[src/design/pava_pkg.sv]
`timescale 1ns / 1ps
`default_nettype none
// ----------------------------------------------------------------------------
// pava_pkg: shared types and constants
// Vertex and queue item types, register indexes, reset values and the
// vertices-per-primitive lookup for the primitive assembly block.
// ----------------------------------------------------------------------------
package pava_pkg;

    // vertex limit per primitive
    localparam int MAX_PRIMITIVE_VERTICES = 3;
    // depth of the queue between front and back (power of two)
    localparam int QUEUE_DEPTH = 4;

    // configuration register indexes
    localparam logic [2:0] REG_MODE   = 3'd0;
    localparam logic [2:0] REG_VP_X   = 3'd1;
    localparam logic [2:0] REG_VP_Y   = 3'd2;
    localparam logic [2:0] REG_VP_W   = 3'd3;
    localparam logic [2:0] REG_VP_H   = 3'd4;

    // primitive modes
    localparam logic [1:0] MODE_POINTS    = 2'd0;
    localparam logic [1:0] MODE_LINES     = 2'd1;
    localparam logic [1:0] MODE_TRIANGLES = 2'd2;

    // reset values
    localparam logic [1:0]  RST_MODE  = MODE_TRIANGLES;
    localparam logic [12:0] RST_VP_X  = 13'd0;
    localparam logic [12:0] RST_VP_Y  = 13'd0;
    localparam logic [13:0] RST_VP_W  = 14'd640;
    localparam logic [13:0] RST_VP_H  = 14'd480;

    localparam logic signed [31:0] S32_MAX = 32'sh7FFF_FFFF;
    localparam logic signed [31:0] S32_MIN = 32'sh8000_0000;

    typedef struct packed {
        logic signed [31:0] w;
        logic signed [31:0] z;
        logic signed [31:0] y;
        logic signed [31:0] x;
    } t_vertex;

    typedef struct packed {
        t_vertex vtx;
        logic    last;
    } t_qitem;

    typedef struct packed {
        logic [12:0] x;
        logic [12:0] y;
        logic [13:0] width;
        logic [13:0] height;
    } t_viewport;

    // vertices needed per primitive; unused code acts as triangles
    function automatic logic [1:0] need_of(input logic [1:0] mode);
        logic [1:0] n;
        case (mode)
            MODE_POINTS: n = 2'd1;
            MODE_LINES:  n = 2'd2;
            default:     n = 2'd3;
        endcase
        return n;
    endfunction

endpackage
`default_nettype wire

[src/design/pava_fifo.sv]
`timescale 1ns / 1ps
`default_nettype none
// ----------------------------------------------------------------------------
// pava_fifo: front-to-back queue
// Small register queue of vertex items that decouples collection from the
// per-vertex arithmetic.
// ----------------------------------------------------------------------------
module pava_fifo #(
    parameter int DEPTH = pava_pkg::QUEUE_DEPTH
) (
    input  wire logic             i_clk,
    input  wire logic             i_rst_n,
    input  wire logic             i_push_valid,
    output logic                  o_push_ready,
    input  wire pava_pkg::t_qitem i_push_item,
    output logic                  o_pop_valid,
    input  wire logic             i_pop_ready,
    output pava_pkg::t_qitem      o_pop_item
);
    import pava_pkg::*;

    localparam int PW = (DEPTH > 1) ? $clog2(DEPTH) : 1;

    t_qitem      r_mem [DEPTH];
    logic [PW-1:0] r_wptr;
    logic [PW-1:0] r_rptr;
    logic [PW:0]   r_fill;
    logic          w_push;
    logic          w_pop;

    assign o_push_ready = r_fill != (PW+1)'(DEPTH);
    assign o_pop_valid  = r_fill != '0;
    assign o_pop_item   = r_mem[r_rptr];
    assign w_push       = i_push_valid && o_push_ready;
    assign w_pop        = o_pop_valid && i_pop_ready;

    always_ff @(posedge i_clk) begin
        if (w_push) begin
            r_mem[r_wptr] <= i_push_item;
        end
    end

    // pointers wrap at the depth
    always_ff @(posedge i_clk) begin
        if (!i_rst_n) begin
            r_wptr <= '0;
            r_rptr <= '0;
            r_fill <= '0;
        end else begin
            if (w_push) begin
                r_wptr <= (r_wptr == PW'(DEPTH - 1)) ? '0 : r_wptr + 1'b1;
            end
            if (w_pop) begin
                r_rptr <= (r_rptr == PW'(DEPTH - 1)) ? '0 : r_rptr + 1'b1;
            end
            if (w_push && !w_pop) begin
                r_fill <= r_fill + 1'b1;
            end else if (w_pop && !w_push) begin
                r_fill <= r_fill - 1'b1;
            end
        end
    end

    a_fill_range: assert property (@(posedge i_clk) disable iff (!i_rst_n)
        r_fill <= (PW+1)'(DEPTH))
        else $error("queue fill above depth");

endmodule
`default_nettype wire

[config.mk]
export PLATFORM = sky130hd
export DESIGN_NAME = pava_fifo
export DESIGN_NICKNAME = d
export VERILOG_FILES = /design/src/design/pava_pkg.sv /design/src/design/pava_fifo.sv
export SDC_FILE = /design/constraint.sdc
export NUM_CORES = 1
export LEC_CHECK = 0
export ABC_AREA = 1
export BUFFER_PORTS_ARGS = -buffer_cell sky130_fd_sc_hd__buf_4
export CORE_ASPECT_RATIO = 1.1
export CORE_MARGIN = 1.5
export CORE_UTILIZATION = 50
export DETAILED_ROUTE_END_ITERATION = 10
export PLACE_DENSITY = 0.74
export SLEW_MARGIN = 30
export SYNTH_ARGS = -nofsm -noshare
export SYNTH_HDL_FRONTEND = slang
export SYNTH_SLANG_ARGS = --single-unit
[constraint.sdc]
create_clock -name i_clk -period 7.15 [get_ports i_clk]
set_clock_uncertainty 0.2 [all_clocks]
set_input_delay 0 -clock i_clk [delete_from_list [all_inputs] [get_ports i_clk]]
set_output_delay 0 -clock i_clk [all_outputs]
set_load 0.05 [all_outputs]
Word level (Yosys, flattened, before mapping)
Memories as Yosys holds them, arrays and structs flattened. A register that Yosys moved wholly into a read port is not among the register bits.
Cells that the tools add are included.
- word-level logic and storage cells: 27
- bits of input ports: 133
- output and inout bits: 131
- memory bits (writable): 516
- bits in registers: 7
- memories: 1
- memory list (memory ; depth ; bits a word ; rd ports ; clocked after memory_dff ; wr ports ; line ; text):
    r_mem ; 4 ; 129 ; 1 ; 1 ; 1 ; pava_fifo.sv:24 ; t_qitem r_mem [DEPTH];
- reductions and logical operators: 8
- equal/unequal tests: 3
- add/subtract/negate cells: 4
- muxes and demuxes: 8
- operators by type and width (cell ; number):
    $mux W2 ; 4
    $mux W3 ; 2
    $add A2 B1 Y2 const B ; 2
    $eq A2 B2 Y1 const B ; 2
    $logic_and A1 B1 Y1 ; 4
    $add A3 B1 Y3 const B ; 1
    $ne A3 B3 Y1 const B ; 1
    $reduce_bool A3 Y1 ; 1
    $sub A3 B1 Y3 const B ; 1
    $logic_not A1 Y1 ; 2
    $mux W1 ; 2
    $reduce_bool A2 Y1 ; 1

Logic depth before layout (Yosys ltp)
Gate-level depths: netlist of the first run.
- depth in word-level cells: 6
- gate-level depth with buffers: 13
- mapped depth without buffers: 13

Worst setup path after synthesis of the first run
Ideal clock, no wire load.
- kind: flip-flop to flip-flop
- start point: register r_fill[1]
- end point: memory r_mem[0][0] (netlist bit) (enable)
- period minus slack after synthesis: 7288 ps
- data required time: 6331 ps
- buffers on the path: 0
- stages on the path, launching flop included: 5
- library setup time: 619 ps
- arrival time: 6469 ps
- slack: -138 ps
- cell sequence: dfxtp_1 -> nor2_1 -> nand2_1 -> nand2_1 -> nor2_1
- word-level cells in the longest chain between the ends: 4
- ends and longest elaborated chain (what ; line ; text):
    start: declaration ; pava_fifo.sv:27 ; logic [PW:0] r_fill;
    start signal: assignment ; pava_fifo.sv:57 ; r_fill <= r_fill + 1'b1;
    start signal: assignment ; pava_fifo.sv:59 ; r_fill <= r_fill - 1'b1;
    $ne A3 B3 Y1 ; pava_fifo.sv:31 ; assign o_push_ready = r_fill != (PW+1)'(DEPTH);
    via o_push_ready ; pava_fifo.sv:14 ; output logic o_push_ready,
    $logic_and A1 B1 Y1 ; pava_fifo.sv:34 ; assign w_push = i_push_valid && o_push_ready;
    $mux W1 ; pava_fifo.sv:38 ; if (w_push) begin
    $mux W1 (implied by the code) ; pava_fifo.sv:39 ; r_mem[r_wptr] <= i_push_item;
    end: declaration ; pava_fifo.sv:24 ;
The timed path passes the listed nets, and every way through them passes these cells.

==> results.yml, run 1 <==
status:
  outcome: "complete, no violations"
clock_network:
  clockBufferDepth: 3
  path_clk_slew_ps: 60
  cts-root-buf: "clkbuf_16"
  h-tree-depth: 2
  clock_latency_ps: 580
  cts.sinks: 525
  cts_tree: "built"
  cts_buffers: 51
  cts_setup_buffers: 0
setup_path:
  path_class: "register to primary output"
  r2r_start: "r_fill[0]"
  crit_fanout: 185
  critPathArrivalTime_ps: 3100
  reg2reg_depth: 5
  critPathRequiredTime_ps: 6950
  crit_path_start_kind: "register"
  r2r_end: "r_mem[0][54]"
  cp-end-kind: "primary output"
  ff2ff_setup_slack_ps: 4210
global_routing:
  grt_overflow_total: 0
  grt_pass1_vias: 13600
  grtUsageTotal_pct: 23.2
  grt_first_pass_wirelength_mm: 71.9
  antenna_found_initial: 4
  grt_max_degree: 186
floorplanning:
  pin_count: 264
  fp.coreArea_sq_um: 38400
  start_util_pct: 51.1
  fp.dieW_microns: 192
  fp.dieH_microns: 211
  rows: 75
  dieArea_sq_um: 40500
routing:
  wl_per_cell_microns: 19.9
  dr_total_vias: 13000
  drt.antenna.violating_nets: 0
  drt_pre_antenna_iters: 7
  drc: 0
  drtIter0Drc: 967
  drt_wl_total_mm: 47.2
  viasPerCell: 5.50
timing:
  rsz0062_at_grt: "no"
  tightest_slew_ps: 1000
  max_freq_ghz: 0.303
  final_max_slew_viol_count: 0
  fin_crit_sh_pct: 46.2
  slew_headroom_pct: 33.1
  finalCriticalPeriod_ps: 3300
  finalHoldViolations: 0
  setup_viol: 0
logic_synthesis:
  ys_types: 20
  syn_area_sq_um: 19600
  synth_fp_nets: 1457
  yosys_warnings: 0
  ys_seq_area_share_pct: 79.9
  synth_area_per_cell_sq_um: 14.9
  synth_seq_cells: 525
  synthCells: 1317
final_layout:
  fillCellCount: 2489
  final_nets: 1966
  finalNonFillerCells: 2369
  areaGrowthSynthToFinish_pct: 33.2
  drive_gt1_share_pct: 19.0
power:
  total_power_mw: 10.5
  powerDensity_nw_per_um2: 400
  power_leakage_nw: 9.28
  ir_worst_vdd_mv: 0.291
min_path:
  min_path_cells: 2
  hold_class: "primary input to register"
  min_from: "i_push_item[122]"
  worstHoldEndpoint: "r_mem[2][122]"
placement:
  gp_congestion: 0.710
  dpl.hpwl_mm: 22.9
  place_inst: 2010
  numPortBuffers: 263
job:
  drv_cap: 0
-- Yosys cell counts (all sizes together) --
master	instances	area, sq um
edfxtp	516	15500
nor2	275	1030
o21ai	260	1300
o22ai	129	807
buf	45	413
clkbuf	39	154
inv	17	66.3
nand2	15	56.3
dfxtp	9	180
ha	6	75.1
a21oi	2	10.0
fa	1	20.0
nand3	1	5.00
nand3b	1	7.51
nand4	1	6.26
-- cells in the final DEF, fill, tap and decap left out --
master         count
buf_4            274
dfxtp_4            2
inv_8              1
clkinv_1          11
fa_1               1
diode_2            4
inv_1             15
edfxtp_1         516
clkbuf_16         51
dlygate4sd3_1    262
clkbuf_1          13
a21oi_1            2
clkinvlp_4         1
nand3b_1           1
dfxtp_1            7
clkinv_2           5
buf_12             1
ha_1               6
buf_16             2
clkinv_4           1
o21ai_1           94
nand4_1            1
buf_6              1
o22ai_1          129
nand2_1           15
inv_6              4
nor2_1           271
nand3_1            1
nor2_4             4
o21ai_0          166
inv_12             1
bufinv_16          6
-- worst max-delay path: stages (launching register included) --
cell	delay, ps
dfxtp_4	510
inv_12	490
buf_4	720
o21ai_0	230
o22ai_1	220
buf_4	230
-- worst max path at each step --
stage / slack, ps / endpoint / cells past startpoint / start
after floorplan: -140 / r_mem[0][0] / 4 / r_fill[1]
final: 3850 / o_pop_item[11] / 5 / register
after global routing: 3580 / o_pop_item[11] / 5 / register
after CTS: 3710 / o_pop_item[12] / 5 / register
after detailed placement: 4010 / r_mem[3][98] / 5 / r_fill[0]
after global placement: 4060 / r_mem[3][93] / 5 / r_fill[0]
-- logic make-up (layout without fill, tap and decap cells) --
logic type / after synthesis / after routing / share of synthesized area (%)
flops: 525 / 525 / 79.9
compound gates: 391 / 391 / 10.8
simple gates: 293 / 293 / 5.64
buf+inv: 101 / 649 / 3.23
fa+ha+maj: 7 / 7 / 0.484
other cells: 0 / 4 / 0
-- metal layers --
| layer | global-route usage (%) | vias up | share of wire (%) |
|---|---|---|---|
| li1 | - | 6011 | - |
| met1 | 26.9 | 6433 | 38 |
| met2 | 40.9 | 477 | 51 |
| met3 | 5.58 | 102 | 8.1 |
| met4 | 9.99 | 0 | 3.3 |
| met5 | 0 | - | 0 |
-- power breakdown --
group / switching, mW / internal, mW / leakage [nW] / total [mW]
clock: 1.11 / 1.53 / 0.788 / 2.64
sequential: 0.143 / 3.75 / 4.80 / 3.89
combinational: 2.85 / 1.07 / 3.69 / 3.92
-- flip-flops by register name, summed over array words and instances (netlist names), named ones only --
| name | flops |
|---|---|
| r_rptr | 2 |
| r_fill | 3 |
| r_mem | 516 |
| r_wptr | 2 |
-- timing repair --
action                                  4_1_cts  5_1_grt
endpoints found under the hold margin       525        0
endpoints found under the setup margin        0        0
hold buffers                                262        0
resized for setup                             0        0
-- stage by stage --
stage	setup TNS, ps	hold slack [ps]	util (%)	setup WS [ps]	area, sq um
after global placement	0	-2.22	56.8	4060	21800
after detailed placement	0	2.02	56.9	4010	21900
after floorplan	-71390	-101	-	-138	19600
final	0	32.1	68.1	3850	26100
after CTS	0	17.2	68.0	3710	26100
after global routing	0	34.0	68.1	3580	26100
-- final cells by class --
cell class              count  area, sq um  area share [%]
repair buffers            540         4770            18.2
diodes                      4         10.0          0.0383
clock buffers              64         1330            5.07
well taps                 500          626            2.39
clock inverters            28          298            1.14
multi-input cells         691         3350            12.8
flip-flops and latches    525        15700            60.0
inverters                  17         83.8           0.321
No activity file was read; power rests on OpenSTA's default activity.
==> run 2, diff against run 1 <==
- clock period: 7.15 -> 2.94 ns (I/O delays scaled with it)
==> results.yml, run 2 (same netlist as run 1, synthesis figures left out) <==
floorplanning:
  fp.coreArea_sq_um: 38400
  pin_count: 264
  start_util_pct: 51.1
  dieArea_sq_um: 40500
  rows: 75
  fp.dieH_microns: 211
  fp.dieW_microns: 192
power:
  power_leakage_nw: 9.36
  switching_share_pct: 39.1
  power_frac_seq_pct: 36.5
  internal_power_mw: 15.6
  switchingPower_mw: 9.98
  ir_worst_vdd_mv: 0.798
  pwr-share-clk_pct: 25.0
  powerDensity_nw_per_um2: 970
  total_power_mw: 25.5
  combPwrFrac_pct: 38.4
global_routing:
  grt_first_pass_wirelength_mm: 71.8
  antenna_found_initial: 3
  grtUsageTotal_pct: 23.2
  grt_max_degree: 156
  grt_overflow_total: 0
  grt_pass1_vias: 13500
placement:
  dpl.hpwl_mm: 22.8
  place_inst: 2017
  numPortBuffers: 263
  gp_congestion: 0.750
timing:
  finalHoldViolations: 0
  final_max_slew_viol_count: 0
  setup_viol: 0
  fin_crit_sh_pct: 88.6
  rsz0062_at_grt: "no"
  finalCriticalPeriod_ps: 2610
  max_freq_ghz: 0.384
  tightest_slew_ps: 736
  slew_headroom_pct: 50.9
clock_network:
  clockBufferDepth: 3
  clock_latency_ps: 570
  h-tree-depth: 2
  cts-root-buf: "clkbuf_16"
  path_clk_slew_ps: 60
  ctsResizeCount: 0
  cts_buffers: 51
  cts_tree: "built"
  cts.sinks: 525
setup_path:
  crit_fanout: 5
  crit_path_start_kind: "register"
  critPathArrivalTime_ps: 2880
  cp-end-kind: "register"
  path_class: "register to register"
  critPathRequiredTime_ps: 3210
routing:
  dr_total_vias: 13000
  drt_wl_total_mm: 46.8
  wl_per_cell_microns: 19.7
  drtIter0Drc: 1022
  drc: 0
  drt.antenna.violating_nets: 0
  viasPerCell: 5.46
  drt_pre_antenna_iters: 5
final_layout:
  finalNonFillerCells: 2372
  largest_register_ffs: 516
  drive_gt1_share_pct: 19.8
  final_common_cell: "edfxtp_1"
  layout_common_cells: "edfxtp_1 (516), nor2_1 (270), buf_4 (270), dlygate4sd3_1 (262), o21ai_0 (166)"
  areaGrowthSynthToFinish_pct: 34.2
  regArea_sq_um: 15700
  reg_top3: "r_mem (516), r_fill (3)"
  top_register: "r_mem"
  multi_input_area_sq_um: 3390
  fillCellCount: 2454
  final_nets: 1972
status:
  outcome: "complete, no violations"
job:
  drv_cap: 0
min_path:
  hold_class: "primary input to register"
[run 2: final cells by class]
cell class / instances / share of cell area, %
flip-flops and latches: 525 / 59.5
well taps: 500 / 2.37
multi-input cells: 691 / 12.9
diodes: 2 / 0.0190
inverters: 17 / 0.280
repair buffers: 546 / 18.7
clock buffers: 64 / 5.19
clock inverters: 27 / 1.03
[run 2: worst paths after layout]
check                   startpoint  cells after the start  slack [ps]            end
hold / removal    i_push_item[121]                      2          20  r_mem[0][121]
setup / recovery         r_fill[0]                     13         330      r_fill[2]
setup reg to reg         r_fill[0]                     13         330      r_fill[2]
hold reg to reg          r_fill[0]                      2         320      r_fill[0]
[run 2: timing repair]
item,in CTS,in global routing
hold buffers,262,0
buffers inserted,0,0
hold endpoints to repair,897,0
[run 2: critical path: stages, from the launching register on]
cell and delay, ps:
dfxtp_4 360, nor2_4 170, nand2_1 110, nand2_1 150, ha_1 160, dlygate4sd3_1 570, inv_1 70, fa_1 380
inv_1 70, nand2_1 60, nand3_1 60, nand2_1 60, inv_1 60, nor2_1 40
[run 2: stage by stage]
step	cell area (sq um)	setup WS (ps)	util (%)	TNS (ps)	hold WS (ps)
global placement	22100	932	57.5	0	-1.03
global route	26400	123	68.7	0	7.69
CTS	26300	334	68.6	0	0.431
detailed placement	22100	887	57.5	0	2.55
floorplan	19700	-243	-	-117830	-101
finish	26400	334	68.7	0	23.9
[run 2: metal layers]
metal	wire length [microns]	up-vias	global-route usage (%)
met1	18100	6366	28.6
li1	-	6011	-
met3	3630	87	5.43
met4	1120	2	7.92
met5	12	-	0
met2	23900	492	40.1
[run 2: power by group through the flow]
stage          clock network [mW]  registers [mW]  logic, mW
2_1_floorplan                   0            9.46       6.63
3_3_place_gp                    0            9.45       9.36
3_5_place_dp                    0            9.48       9.47
4_1_cts                      6.50            9.32       9.79
5_1_grt                      6.80            9.39       10.4
6_report                     6.40            9.34       9.81
==> run 3, diff against run 2 <==
- CTS_BUF_LIST: default -> sky130_fd_sc_hd__clkbuf_4 sky130_fd_sc_hd__clkbuf_8
==> results.yml, run 3 (same netlist as run 1, synthesis figures left out) <==
global_routing:
  grt_max_degree: 156
  grt_first_pass_wirelength_mm: 72.4
  grt_overflow_total: 0
  antenna_found_initial: 4
  grt_pass1_vias: 13600
  grtUsageTotal_pct: 23.4
routing:
  viasPerCell: 5.41
  drc: 0
  drt.antenna.violating_nets: 0
  drt_wl_total_mm: 47.2
  drt_pre_antenna_iters: 5
  drtIter0Drc: 939
  wl_per_cell_microns: 19.4
  dr_total_vias: 13200
timing:
  setup_viol: 0
  finalHoldViolations: 0
  slew_headroom_pct: 52.1
  rsz0062_at_grt: "no"
  fin_hold_ws_ps: 119
  max_freq_ghz: 0.376
  fin_crit_sh_pct: 90.4
  tightest_slew_ps: 718
  finalCriticalPeriod_ps: 2660
  final_max_slew_viol_count: 0
setup_path:
  cp-end-kind: "primary output"
  worst_path_largest_cell_delay_ps: 470
  path_class: "register to primary output"
  crit_buf_inv: 2
  cpMaxStageDelayCell: "buf_12"
  critPathArrivalTime_ps: 2460
  critPathRequiredTime_ps: 2740
  crit_path_start_kind: "register"
  crit_chain: "buf_12 -> o21ai_0 -> o22ai_1 -> buf_4"
  crit_family: "buffers and inverters"
  crit_fanout: 155
clock_network:
  cts.sinks: 525
  path_clk_slew_ps: 60
  cts_setup_buffers: 0
  cts_tree: "built"
  cts_buffers: 81
  ctsHoldBuffers: 265
  cts-root-buf: "clkbuf_8"
  h-tree-depth: 3
  clockBufferDepth: 3
  clock_latency_ps: 630
  ctsResizeCount: 0
placement:
  place_inst: 2017
  dpl.hpwl_mm: 22.8
  gp_congestion: 0.750
  placed_cell_area_sq_um: 22100
  numPortBuffers: 263
floorplanning:
  start_util_pct: 51.1
  pin_count: 264
  fp.dieW_microns: 192
  rows: 75
  fp.coreArea_sq_um: 38400
  dieArea_sq_um: 40500
  fp.dieH_microns: 211
final_layout:
  reg_top3: "r_mem (516), r_fill (3)"
  top_register: "r_mem"
  drive_gt1_share_pct: 21.9
  finalNonFillerCells: 2431
  largest_register_ffs: 516
  areaGrowthSynthToFinish_pct: 34.0
  final_cell_area_sq_um: 26300
  fillCellCount: 2471
  layout_common_cells: "edfxtp_1 (516), nor2_1 (270), buf_4 (270), dlygate4sd3_1 (265), o21ai_0 (166)"
  final_nets: 2005
  final_common_cell: "edfxtp_1"
power:
  power_leakage_nw: 9.39
  powerDensity_nw_per_um2: 950
  ir_worst_vdd_mv: 0.811
job:
  drv_cap: 0
status:
  outcome: "complete, no violations"
min_path:
  hold_class: "primary input to register"
run 3: area by class of cell:
| cell class | count | area, sq um | area share [%] |
|---|---|---|---|
| Sequential cell | 525 | 15700 | 59.6 |
| Timing Repair Buffer | 549 | 4960 | 18.9 |
| Multi-Input combinational cell | 691 | 3390 | 12.9 |
| Clock buffer | 112 | 1380 | 5.24 |
| Tap cell | 500 | 626 | 2.38 |
| Clock inverter | 34 | 178 | 0.676 |
| Inverter | 17 | 73.8 | 0.281 |
| Antenna cell | 3 | 7.51 | 0.0285 |
run 3: through the flow:
| step | utilization [%] | worst slack, ps | TNS [ps] | power (mW) |
|---|---|---|---|---|
| finish | 68.5 | 283 | 0 | 25.0 |
| global route | 68.5 | 192 | 0 | 26.0 |
| CTS | 68.5 | 340 | 0 | 25.0 |
| detailed placement | 57.5 | 887 | 0 | 18.9 |
| global placement | 57.5 | 932 | 0 | 18.8 |
| floorplan | - | -243 | -117830 | 16.1 |
run 3: report_power, final:
| group | switching (mW) | internal (mW) |
|---|---|---|
| registers | 0.220 | 9.12 |
| logic | 7.10 | 2.72 |
| clock network | 2.72 | 3.12 |
| total | 10.0 | 15.0 |
run 3: path summary, 6_finish.rpt:
path | start | to | slack (ps) | cells past startpoint
worst min register to register | r_fill[0] | r_fill[0] | 320 | 2
worst min-delay path | i_pop_ready | register | 120 | 5
worst max register to register | r_fill[0] | r_wptr[0] | 580 | 8
worst max-delay path | register | o_pop_item[123] | 280 | 4
run 3: layer usage:
| layer | share of wire, % | GRT usage [%] | up-vias |
|---|---|---|---|
| li1 | - | - | 6115 |
| met1 | 38 | 28.6 | 6390 |
| met2 | 50 | 39.4 | 553 |
| met3 | 8.2 | 5.52 | 97 |
| met4 | 2.9 | 10.3 | 2 |
| met5 | 0.021 | 0 | - |
run 3: worst register-to-register path: cells and delay by family, from the launching register on:
family,cells,cell delay (ps)
flip-flops,1,360
buffers and inverters,2,1130
AND/OR/NAND/NOR,6,560
