$ cat src/design/pava_pkg.sv
`timescale 1ns / 1ps
`default_nettype none
// ----------------------------------------------------------------------------
// pava_pkg: shared types and constants
// Vertex and queue item types, register indexes, reset values and the
// vertices-per-primitive lookup for the primitive assembly block.
// ----------------------------------------------------------------------------
package pava_pkg;

    // vertex limit per primitive
    localparam int MAX_PRIMITIVE_VERTICES = 3;
    // depth of the queue between front and back (power of two)
    localparam int QUEUE_DEPTH = 4;

    // configuration register indexes
    localparam logic [2:0] REG_MODE   = 3'd0;
    localparam logic [2:0] REG_VP_X   = 3'd1;
    localparam logic [2:0] REG_VP_Y   = 3'd2;
    localparam logic [2:0] REG_VP_W   = 3'd3;
    localparam logic [2:0] REG_VP_H   = 3'd4;

    // primitive modes
    localparam logic [1:0] MODE_POINTS    = 2'd0;
    localparam logic [1:0] MODE_LINES     = 2'd1;
    localparam logic [1:0] MODE_TRIANGLES = 2'd2;

    // reset values
    localparam logic [1:0]  RST_MODE  = MODE_TRIANGLES;
    localparam logic [12:0] RST_VP_X  = 13'd0;
    localparam logic [12:0] RST_VP_Y  = 13'd0;
    localparam logic [13:0] RST_VP_W  = 14'd640;
    localparam logic [13:0] RST_VP_H  = 14'd480;

    localparam logic signed [31:0] S32_MAX = 32'sh7FFF_FFFF;
    localparam logic signed [31:0] S32_MIN = 32'sh8000_0000;

    typedef struct packed {
        logic signed [31:0] w;
        logic signed [31:0] z;
        logic signed [31:0] y;
        logic signed [31:0] x;
    } t_vertex;

    typedef struct packed {
        t_vertex vtx;
        logic    last;
    } t_qitem;

    typedef struct packed {
        logic [12:0] x;
        logic [12:0] y;
        logic [13:0] width;
        logic [13:0] height;
    } t_viewport;

    // vertices needed per primitive; unused code acts as triangles
    function automatic logic [1:0] need_of(input logic [1:0] mode);
        logic [1:0] n;
        case (mode)
            MODE_POINTS: n = 2'd1;
            MODE_LINES:  n = 2'd2;
            default:     n = 2'd3;
        endcase
        return n;
    endfunction

endpackage
`default_nettype wire

$ cat src/design/pava_front.sv
`timescale 1ns / 1ps
`default_nettype none
// ----------------------------------------------------------------------------
// pava_front: vertex collection
// Stores incoming vertices until the primitive is complete, then pushes
// every stored vertex into the queue in arrival order, marking the last.
// ----------------------------------------------------------------------------
module pava_front #(
    parameter int MAX_VERTS = pava_pkg::MAX_PRIMITIVE_VERTICES
) (
    input  wire logic             i_clk,
    input  wire logic             i_rst_n,
    input  wire logic [1:0]       i_mode,
    input  wire logic             i_s_tvalid,
    output logic                  o_s_tready,
    input  wire pava_pkg::t_vertex i_vtx,
    output logic                  o_q_valid,
    input  wire logic             i_q_ready,
    output pava_pkg::t_qitem      o_q_item
);
    import pava_pkg::*;

    localparam int IW = (MAX_VERTS > 1) ? $clog2(MAX_VERTS) : 1;
    localparam int CW = $clog2(MAX_VERTS + 1);

    t_vertex       r_store [MAX_VERTS];
    logic [CW-1:0] r_count;
    logic [CW-1:0] r_total;
    logic [IW-1:0] r_idx;
    logic          r_push;

    logic [1:0]    w_need_raw;
    logic [1:0]    w_need;
    logic [IW-1:0] w_slot;
    logic [1:0]    w_newcnt;
    logic          w_accept;
    logic          w_last;

    // classify: slot, count and completion
    assign w_need_raw = need_of(i_mode);
    assign w_need     = (w_need_raw > 2'(MAX_VERTS)) ? 2'(MAX_VERTS) : w_need_raw;
    assign w_slot     = (r_count > CW'(MAX_VERTS - 1)) ? IW'(MAX_VERTS - 1)
                                                       : IW'(r_count);
    assign w_newcnt   = 2'(w_slot) + 2'd1;
    assign o_s_tready = !r_push;
    assign w_accept   = i_s_tvalid && !r_push;

    // drain side
    assign w_last        = (2'(r_idx) + 2'd1) == 2'(r_total);
    assign o_q_valid     = r_push;
    assign o_q_item.vtx  = r_store[r_idx];
    assign o_q_item.last = w_last;

    always_ff @(posedge i_clk) begin
        if (w_accept) begin
            r_store[w_slot] <= i_vtx;
        end
    end

    always_ff @(posedge i_clk) begin
        if (!i_rst_n) begin
            r_count <= '0;
            r_total <= '0;
            r_idx   <= '0;
            r_push  <= 1'b0;
        end else if (w_accept) begin
            if (w_newcnt >= w_need) begin
                r_count <= '0;
                r_total <= CW'(w_newcnt);
                r_idx   <= '0;
                r_push  <= 1'b1;
            end else begin
                r_count <= CW'(w_newcnt);
            end
        end else if (r_push && i_q_ready) begin
            if (w_last) begin
                r_push <= 1'b0;
                r_idx  <= '0;
            end else begin
                r_idx <= r_idx + 1'b1;
            end
        end
    end

    // stored count stays below the vertex limit between primitives
    a_count_range: assert property (@(posedge i_clk) disable iff (!i_rst_n)
        r_count < CW'(MAX_VERTS))
        else $error("front vertex count out of range");

endmodule
`default_nettype wire

$ cat config.mk
export PLATFORM = sky130hd
export DESIGN_NAME = pava_front
export DESIGN_NICKNAME = d
export VERILOG_FILES = /design/src/design/pava_pkg.sv /design/src/design/pava_front.sv
export SDC_FILE = /design/constraint.sdc
export NUM_CORES = 1
export LEC_CHECK = 0
export BUFFER_PORTS_ARGS = -buffer_cell sky130_fd_sc_hd__buf_4
export CORE_MARGIN = 5
export CORE_UTILIZATION = 60
export DETAILED_ROUTE_END_ITERATION = 10
export PLACE_DENSITY = 0.86
export SYNTH_ARGS = -nofsm -noshare
export SYNTH_HDL_FRONTEND = slang
export SYNTH_SLANG_ARGS = --single-unit
export TNS_END_PERCENT = 50
$ cat constraint.sdc
create_clock -name i_clk -period 23.6 [get_ports i_clk]
set_input_delay 4.72 -clock i_clk [delete_from_list [all_inputs] [get_ports i_clk]]
set_output_delay 4.72 -clock i_clk [all_outputs]
set_load 0.01 [all_outputs]
Yosys cells after proc, flatten, opt, wreduce, memory -nomap -nowiden
Memory sizes are Yosys's and may differ from the RTL's. A register that Yosys moved wholly into a read port is not among the register bits. Cells that the tools add are included. Widths: inputs -> output; s select.

$add $sub $neg: 2. Order comparisons: 3. Equal/unequal tests: 3. Multiplexer cells: 16. Reduce and logical (&&, ||, !) cells: 9.

Operator list (count): $mux 2 (9); $mux 1 (6); $add 2x1->2 const B (2); $gt 2x2->1 const B (2); $pmux 2 s2 (1); $reduce_and 2->1 (2); $reduce_bool 2->1 (2); $reduce_and 3->1 (1); $eq 2x1->1 const B (1); $eq 2x2->1 (1); $ge 2x2->1 (1); $logic_and 1x1->1 (2); $logic_not 2->1 (1); $ne 2x1->1 const B (1); $logic_not 1->1 (1).

Bits in registers: 7. Bits in writable memories: 384. Memories kept: 1.

Memory list: r_store (depth 3, bits a word 128, rd ports 1, clocked after Yosys merged registers in 1, write ports 1, RTL line pava_front.sv:26) `t_vertex r_store [MAX_VERTS];`.

Longest topological paths before layout
Gate-level depths: netlist (run 1).

Depth in word-level cells: 9. Gate-level depth with buffers: 6. Mapped depth without buffers: 6.

Worst setup path before layout (run 1)
No wires, ideal clock.

Path kind: input -> register. Start point: in i_s_tvalid. End point: mem r_store[0][0] (netlist bit), enable pin. Setup time: 0.617 ns. Arrival time: 10.118 ns. Data required time: 22.983 ns. Path slack: 12.865 ns. Cell stages on the path: 2. Buffers on the path: 0. Cells stage by stage: nand2b_4 nor2_1.

Longest elaborated chain between the ends: 3.

Ends and longest elaborated chain: start, declared (RTL line pava_front.sv:14) `input wire logic i_s_tvalid,`; $logic_and 1x1->1 (RTL line pava_front.sv:46) `assign w_accept = i_s_tvalid && !r_push;`; $mux 1 (RTL line pava_front.sv:55) `if (w_accept) begin`; $mux 1 (implied by the code) (RTL line pava_front.sv:56) `r_store[w_slot] <= i_vtx;`; end, declared (RTL line pava_front.sv:26).

No other way between the ends.

==> flow_summary.yaml, run 1 <==
outcome:
  status: "finished, final reports clean"
grt:
  grt_pass1_vias: 8218
  grt_pass1_wl_mm: 44.2
  gr-max-usage-layer: "met2"
  grt_max_degree: 101
  grtUsageMet2_pct: 36.1
  met3_usage_pct: 6.59
  antenna_found_initial: 2
  grt_util_all_layers_pct: 20.2
  grt_use_met1_pct: 23.6
  overflow: 0
synth:
  synthCells: 864
  synth_edf_count: 384
  synth.distinct_cells: 30
  yosys.area.top_type_share_pct: 78.7
  syn-cell-area_um2: 14600
  synth_most_common_cell: "edfxtp_1"
  yosysWarningCount: 0
  synth.area.top_cells: "edfxtp_1 79%, mux2i_1 8.8%, o21ai_0 4.4%"
  synth_seq_cells: 393
  async_flop_share_pct: 0
  synth_common_cells: "384 x edfxtp_1, 132 x nand2_1, 129 x mux2i_1"
  yosysSeqAreaShare_pct: 80.0
  post-synth-top-area-cell: "edfxtp_1"
  ys.flop_type: "edfxtp_1"
  syn_avg_cell_area_um2: 16.9
  synthesis.nets: 1000
sta:
  timing.slew.headroom_pct: 24.7
  max_freq_ghz: 0.133
  skew_ps: 12.3
  setup_ws_ps: 16080
  drv_slew: 0
  tightest_slew_ps: 1130
  setup_violations: 0
  hold_viol_final: 0
  fin_crit_sh_pct: 31.9
  period_needed_ps: 7520
  rsz0062_at_grt: "no"
  fin_setup_tns_ps: 0
critical_path:
  r2r-end: "r_store[2][51]$_DFFE_PP_"
  path_class: "reg2out"
  start_kind: "flop"
  rr_worst_depth: 3
  worstPathArrival_ps: 2800
  critical_path.max_fanout: 61
  cp_data_required_time_ps: 18880
  reg2reg_from: "o_q_valid$_SDFFE_PN0P_"
  reg2reg_slack_ps: 20820
  critPathCaptureType: "primary output"
placement:
  port_buffers: 264
  gp_congestion: 0.746
  place_hpwl_mm: 17.9
  post-place-ws_ps: 16340
run:
  drv_cap: 0
detailed_routing:
  via_count: 8028
  vias_per_cell: 5.41
  wl_per_cell_um: 19.5
  ant_nets: 0
  wirelength_mm: 29.0
  drc: 0
  drt_iter0_drc: 521
  dr.pass1.iters: 5
layout:
  drive_gt1_share_pct: 29.1
  layout.nets: 1269
  syn_to_final_growth_pct: 24.1
  multiInputGateArea_um2: 2720
  register_area_um2: 11700
  num-fill-cells: 1383
clock_tree:
  clock_tree.buffer_depth: 3
  cts_tree: "built"
  clock_sinks: 393
  clkTransAtPathRegs_ps: 60
  holdBufCountCts: 0
  cts_post_setup_buffers_inserted: 0
  ctsResizeCount: 0
  numCtsBuffers: 38
  cts-root-buf: "clkbuf_16"
  htree_levels: 2
  clkLatencyLatePin_ps: 510
worst_hold_path:
  worstHoldStart: "r_count[0]$_SDFFE_PN0P_"
  hold_path_class: "reg2reg"
  holdPathEnd: "r_count[0]$_SDFFE_PN0P_"
  holdPathStages: 2
power_and_ir_drop:
  max-vdd-ir-drop_uv: 86.9
  p_leak_nw: 6.14
  p_per_area_nw_per_um2: 90.6
die:
  ios: 265
  initial_core_util_pct: 60.6
  placementRows: 57
  dieArea_um2: 27600
  die_h_um: 166
  die_width_um: 166
  coreArea_um2: 24200
[per-stage QoR]
stage                     hold slack (ps)  area (um2)  instances  power [mW]  utilization, %
after floorplan                       465       14600        864       0.955               -
after global placement                495       16900       1417        1.05            69.9
after detailed placement              538       16900       1417        1.06            69.9
after CTS                             552       18200       1483        1.66            75.1
after global routing                  574       18200       1484        1.71            75.1
final                                 557       18200       1484        1.65            75.1
[critical path, stage by stage (launching register included)]
cell     delay, ps
dfxtp_4        610
buf_4          920
mux2i_1        200
o21ai_0        310
buf_4          180
[worst max path at each step]
stage | start | cells past startpoint | to | slack [ps]
after global routing | flop | 3 | o_q_item[104] | 15940
after floorplan | i_s_tvalid | 2 | r_store[0][0]$_DFFE_PP_ | 12870
after global placement | i_s_tvalid | 4 | r_store[1][16]$_DFFE_PP_ | 16370
after CTS | flop | 4 | o_q_item[66] | 16070
after detailed placement | i_s_tvalid | 4 | r_store[1][23]$_DFFE_PP_ | 16340
final | flop | 4 | o_q_item[66] | 16080
[state kept, by name (all words and copies together) (netlist names), named ones only]
signal / flops
r_store: 384
r_count: 2
r_idx: 2
r_total: 2
o_q_valid: 1
[cell families (layout without fill, tap and decap cells)]
| logic type | after synthesis | after routing | share of synthesized area [%] |
|---|---|---|---|
| buf+inv | 44 | 339 | 1.52 |
| mux | 130 | 130 | 8.91 |
| compound gates | 137 | 137 | 4.79 |
| flops | 393 | 393 | 80.0 |
| fa+ha+maj | 2 | 2 | 0.171 |
| xor+xnor | 1 | 1 | 0.0598 |
| other cells | 0 | 1 | 0 |
| simple gates | 157 | 157 | 4.56 |
[layout by cell type (no fill, tap or decap), drive strengths merged, types with 4 or more instances in the layout]
| cell type | n |
|---|---|
| nand2b | 4 |
| nor2 | 6 |
| clkinv | 7 |
| nand2 | 132 |
| edfxtp | 384 |
| mux2i | 130 |
| o21ai | 128 |
| and2 | 4 |
| bufinv | 5 |
| clkbuf | 50 |
| dfxtp | 9 |
| buf | 272 |
[where the power goes]
| group | internal, mW | switching [mW] |
|---|---|---|
| combinational | 0.0856 | 0.110 |
| clock | 0.371 | 0.235 |
| sequential | 0.829 | 0.0152 |
[layout make-up]
type | instances | area share [%]
Sequential cell | 393 | 64.5
Multi-Input combinational cell | 427 | 15.0
Timing Repair Buffer | 272 | 11.2
Clock buffer | 50 | 5.83
Tap cell | 324 | 2.23
Clock inverter | 16 | 1.17
Inverter | 1 | 0.0207
Antenna cell | 1 | 0.0138
[routing by layer]
metal	part of all wire, %	routed length, um
met5	0.045	13
met4	2.6	758
met3	8.4	2430
met2	52	15100
met1	37	10700
Note: power is estimated with default switching activity, not from simulation.
==> inputs of run 2 (changes only) <==
--- a/config.mk
+++ b/config.mk
@@ -7,9 +7,9 @@
 export LEC_CHECK = 0
 export BUFFER_PORTS_ARGS = -buffer_cell sky130_fd_sc_hd__buf_4
 export CORE_MARGIN = 5
-export CORE_UTILIZATION = 60
+export CORE_UTILIZATION = 55
 export DETAILED_ROUTE_END_ITERATION = 10
-export PLACE_DENSITY = 0.86
+export PLACE_DENSITY = 0.8
 export SYNTH_ARGS = -nofsm -noshare
 export SYNTH_HDL_FRONTEND = slang
 export SYNTH_SLANG_ARGS = --single-unit
==> constraint.sdc (replaced) <==
create_clock -name i_clk -period 7.88 [get_ports i_clk]
set_input_delay 1.576 -clock i_clk [delete_from_list [all_inputs] [get_ports i_clk]]
set_output_delay 1.576 -clock i_clk [all_outputs]
set_load 0.01 [all_outputs]
==> flow_summary.yaml, run 2 (same netlist as run 1, synthesis figures left out) <==
outcome:
  status: "finished, final reports clean"
clock_tree:
  clock_tree.buffer_depth: 3
  holdBufCountCts: 0
  ctsResizeCount: 0
  numCtsBuffers: 38
  cts-root-buf: "clkbuf_16"
  htree_levels: 2
  clkLatencyLatePin_ps: 510
  clock_sinks: 393
  cts_tree: "built"
  cts_post_setup_buffers_inserted: 0
  clkTransAtPathRegs_ps: 60
critical_path:
  timing.critical_path.mode_cell: "buf_4"
  cp_slowest_stage_delay_ps: 780
  cp_data_required_time_ps: 6300
  path_delay_family: "buffers and inverters"
  cp_slowest_cell: "buf_4"
  reg2reg_from: "r_count[1]$_SDFFE_PN0P_"
  r2r-end: "r_store[0][32]$_DFFE_PP_"
  rr_worst_depth: 4
  path_class: "reg2out"
  critPathCaptureType: "primary output"
  worstPathArrival_ps: 2780
  start_kind: "flop"
  reg2reg_slack_ps: 5040
  crit_chain: "buf_4 > mux2i_1 > o21ai_0 > buf_4"
  crit_buf_inv: 2
  critical_path.max_fanout: 49
sta:
  rsz0062_at_grt: "no"
  hold_ws_ps: 549
  tightest_slew_ps: 981
  setup_violations: 0
  fin_setup_tns_ps: 0
  timing.slew.headroom_pct: 34.6
  period_needed_ps: 4350
  drv_slew: 0
  max_freq_ghz: 0.230
  hold_viol_final: 0
  skew_ps: 16.2
  fin_crit_sh_pct: 55.3
die:
  initial_core_util_pct: 56.0
  die_h_um: 173
  die_width_um: 173
  ios: 265
  placementRows: 59
  dieArea_um2: 30000
  coreArea_um2: 26100
detailed_routing:
  drt_iter0_drc: 559
  via_count: 7979
  wl_per_cell_um: 19.3
  ant_nets: 0
  drc: 0
  wirelength_mm: 28.9
  vias_per_cell: 5.33
  dr.pass1.iters: 4
worst_hold_path:
  holdPathEnd: "r_count[0]$_SDFFE_PN0P_"
  hold_path_class: "reg2reg"
  holdPathStages: 2
  worstHoldStart: "r_count[0]$_SDFFE_PN0P_"
run:
  drv_cap: 0
power_and_ir_drop:
  p_per_area_nw_per_um2: 268
  max-vdd-ir-drop_uv: 214
  p_leak_nw: 6.11
layout:
  largest_register_ffs: 384
  layout_common_cells: "384 x edfxtp_1, 272 x buf_4, 132 x nand2_1"
  layout.nets: 1269
  final_common_cell: "edfxtp_1"
  syn_to_final_growth_pct: 23.7
  largest_register: "r_store"
  drive_gt1_share_pct: 28.5
  fin_util_pct: 69.3
placement:
  place_hpwl_mm: 17.8
  gp_congestion: 0.765
  port_buffers: 264
grt:
  grt_max_degree: 109
  grt_pass1_wl_mm: 44.4
  overflow: 0
  antenna_found_initial: 1
  grt_pass1_vias: 8265
  grt_util_all_layers_pct: 18.8
[run 2: cell count changes in the layout (fill, tap and decap cells not counted), sizes merged]
cell | previous run | this run
clkinv | 7 | 12
clkinvlp | 2 | 1
bufinv | 5 | 3
inv | 3 | 1
clkbuf | 50 | 52
[run 2: layout make-up]
cell class,instances,area [um2]
Antenna cell,1,2.50
Clock buffer,52,1070
Clock inverter,16,145
Fill cell,1690,8010
Inverter,1,3.75
Multi-Input combinational cell,427,2720
Sequential cell,393,11700
Tap cell,335,419
Timing Repair Buffer,272,2040
[run 2: worst max path at each step]
| stage | start | end | cells after the start |
|---|---|---|---|
| floorplan | i_s_tvalid | r_store[0][0]$_DFFE_PP_ | 2 |
| CTS | flop | o_q_item[45] | 4 |
| global route | flop | o_q_item[45] | 4 |
| finish | flop | o_q_item[45] | 4 |
| global placement | i_s_tvalid | r_store[1][28]$_DFFE_PP_ | 4 |
| detailed placement | i_s_tvalid | r_store[2][60]$_DFFE_PP_ | 4 |
[run 2: per-stage QoR]
step | worst slack, ps | total power [mW] | cell area (um2) | cells
final | 3530 | 4.85 | 18100 | 1497
after global routing | 3380 | 5.02 | 18100 | 1497
after CTS | 3480 | 4.89 | 18100 | 1496
after detailed placement | 3760 | 3.16 | 16900 | 1428
after global placement | 3800 | 3.14 | 16900 | 1428
after floorplan | 289 | 2.86 | 14600 | 864
[run 2: tightest hold or removal path, delay by kind of cell, from the launching register on]
family           cells  cell delay (ps)
DFF                  1              330
and+or+nand+nor      2              170
[run 2: layer usage]
layer / global-route usage [%] / routed length [um] / vias up
met5: 0 / 0 / -
met3: 4.74 / 1830 / 41
met2: 34.9 / 15500 / 259
met4: 5.09 / 650 / 0
met1: 21.9 / 10900 / 3878
li1: - / - / 3801
[run 2: power by group]
part,internal [mW],leakage (nW),switching [mW],total (mW)
Sequential,2.48,3.61,0.0456,2.53
Clock,1.04,0.584,0.692,1.74
Combinational,0.256,1.91,0.328,0.583
==> inputs of run 3 (changes only) <==
==> constraint.sdc (replaced) <==
create_clock -name i_clk -period 4.3 [get_ports i_clk]
set_input_delay 0.86 -clock i_clk [delete_from_list [all_inputs] [get_ports i_clk]]
set_output_delay 0.86 -clock i_clk [all_outputs]
set_load 0.01 [all_outputs]
==> flow_summary.yaml, run 3 (same netlist as run 1, synthesis figures left out) <==
layout:
  fin_util_pct: 69.8
  num-fill-cells: 1672
  final_common_cell: "edfxtp_1"
  layout.nets: 1272
  syn_to_final_growth_pct: 24.6
  layout_common_cells: "384 x edfxtp_1, 267 x buf_4, 132 x nand2_1"
  largest_register_ffs: 384
  largest_register: "r_store"
  drive_gt1_share_pct: 29.3
power_and_ir_drop:
  totalPowerFinal_mw: 8.93
  p_leak_nw: 6.16
  max-vdd-ir-drop_uv: 455
  p_per_area_nw_per_um2: 489
clock_tree:
  clock_tree.buffer_depth: 3
  htree_levels: 2
  clock_sinks: 393
  cts_tree: "built"
  clkTransAtPathRegs_ps: 60
  numCtsBuffers: 39
  cts_post_setup_buffers_inserted: 0
  holdBufCountCts: 0
  ctsResizeCount: 0
  clkLatencyLatePin_ps: 510
  cts-root-buf: "clkbuf_16"
outcome:
  status: "finished, final reports clean"
worst_hold_path:
  holdPathStages: 2
  worstHoldStart: "r_count[0]$_SDFFE_PN0P_"
  hold_path_class: "reg2reg"
  holdPathEnd: "r_count[0]$_SDFFE_PN0P_"
die:
  die_width_um: 173
  ios: 265
  initial_core_util_pct: 56.0
  dieArea_um2: 30000
  die_h_um: 173
  coreArea_um2: 26100
  placementRows: 59
detailed_routing:
  wirelength_mm: 28.5
  drc: 0
  via_count: 8007
  ant_nets: 0
  vias_per_cell: 5.33
  wl_per_cell_um: 19.0
  drt_iter0_drc: 515
  dr.pass1.iters: 5
critical_path:
  path_class: "reg2out"
  reg2reg_from: "o_q_valid$_SDFFE_PN0P_"
  critPathCaptureType: "primary output"
  rr_worst_depth: 3
  cp_data_required_time_ps: 3440
  critical_path.max_fanout: 100
  worstPathArrival_ps: 2260
  reg2reg_slack_ps: 2220
  start_kind: "flop"
  r2r-end: "r_store[1][26]$_DFFE_PP_"
run:
  drv_cap: 0
grt:
  overflow: 0
  grt_pass1_vias: 8283
  antenna_found_initial: 1
  grt_max_degree: 101
  grt_util_all_layers_pct: 18.5
  grt_pass1_wl_mm: 44.0
sta:
  drv_slew: 0
  period_needed_ps: 3120
  fin_crit_sh_pct: 72.7
  fin_setup_tns_ps: 0
  hold_viol_final: 0
  setup_violations: 0
  timing.slew.headroom_pct: 47.4
  skew_ps: 10.3
  max_freq_ghz: 0.320
  rsz0062_at_grt: "no"
  tightest_slew_ps: 789
placement:
  place_hpwl_mm: 17.9
  port_buffers: 264
  gp_congestion: 0.766
-- run 3: cell types whose count changed in the layout (fill, tap and decap cells not counted), sizes merged --
cell	change
clkbuf	-6
clkinv	+4
inv	+4
buf	+2
bufinv	+1
-- run 3: layer usage --
metal	vias up	wire [um]	track usage (%)
li1	3821	-	-
met1	3888	11100	22.6
met2	248	15000	33.0
met3	50	1630	4.08
met4	0	778	5.99
met5	-	0	0
-- run 3: cell type report --
type	instances	area, um2	area share, %
sequential	393	11700	64.2
multi-input combinational	427	2720	14.9
timing repair buffer	274	2140	11.8
clock buffer	46	1000	5.49
tap	335	419	2.30
clock inverter	25	233	1.28
inverter	1	3.75	0.0206
antenna	1	2.50	0.0137
-- run 3: power breakdown --
group	leakage, nW	internal, mW	switching [mW]
logic	1.94	0.482	0.603
clock network	0.608	1.92	1.30
registers	3.61	4.54	0.0801
total	6.16	6.94	1.99
-- run 3: how the worst max path moves through the flow --
| stage | slack [ps] | cells past startpoint | end | start |
|---|---|---|---|---|
| final | 1180 | 4 | o_q_item[45] | flop |
| after global routing | 950 | 4 | o_q_item[128] | flop |
| after CTS | 1160 | 4 | o_q_item[41] | flop |
| after detailed placement | 1560 | 4 | r_store[1][31]$_DFFE_PP_ | i_s_tvalid |
| after global placement | 1620 | 4 | r_store[1][33]$_DFFE_PP_ | i_s_tvalid |
| after floorplan | -240 | 2 | r_store[2][0]$_DFFE_PP_ | i_s_tvalid |
-- run 3: through the flow --
step	area [um2]	hold WS, ps	setup slack (ps)	std cells
floorplan	14700	465	-242	864
global placement	17000	501	1620	1430
detailed placement	17000	507	1560	1430
CTS	18200	515	1160	1501
global route	18200	516	954	1502
finish	18200	515	1180	1502
-- run 3: worst max-delay path: stages (launching register included) --
cell and delay [ps]:
dfxtp_4 850, buf_12 410, nand2_1 80, o21ai_0 150, buf_4 190
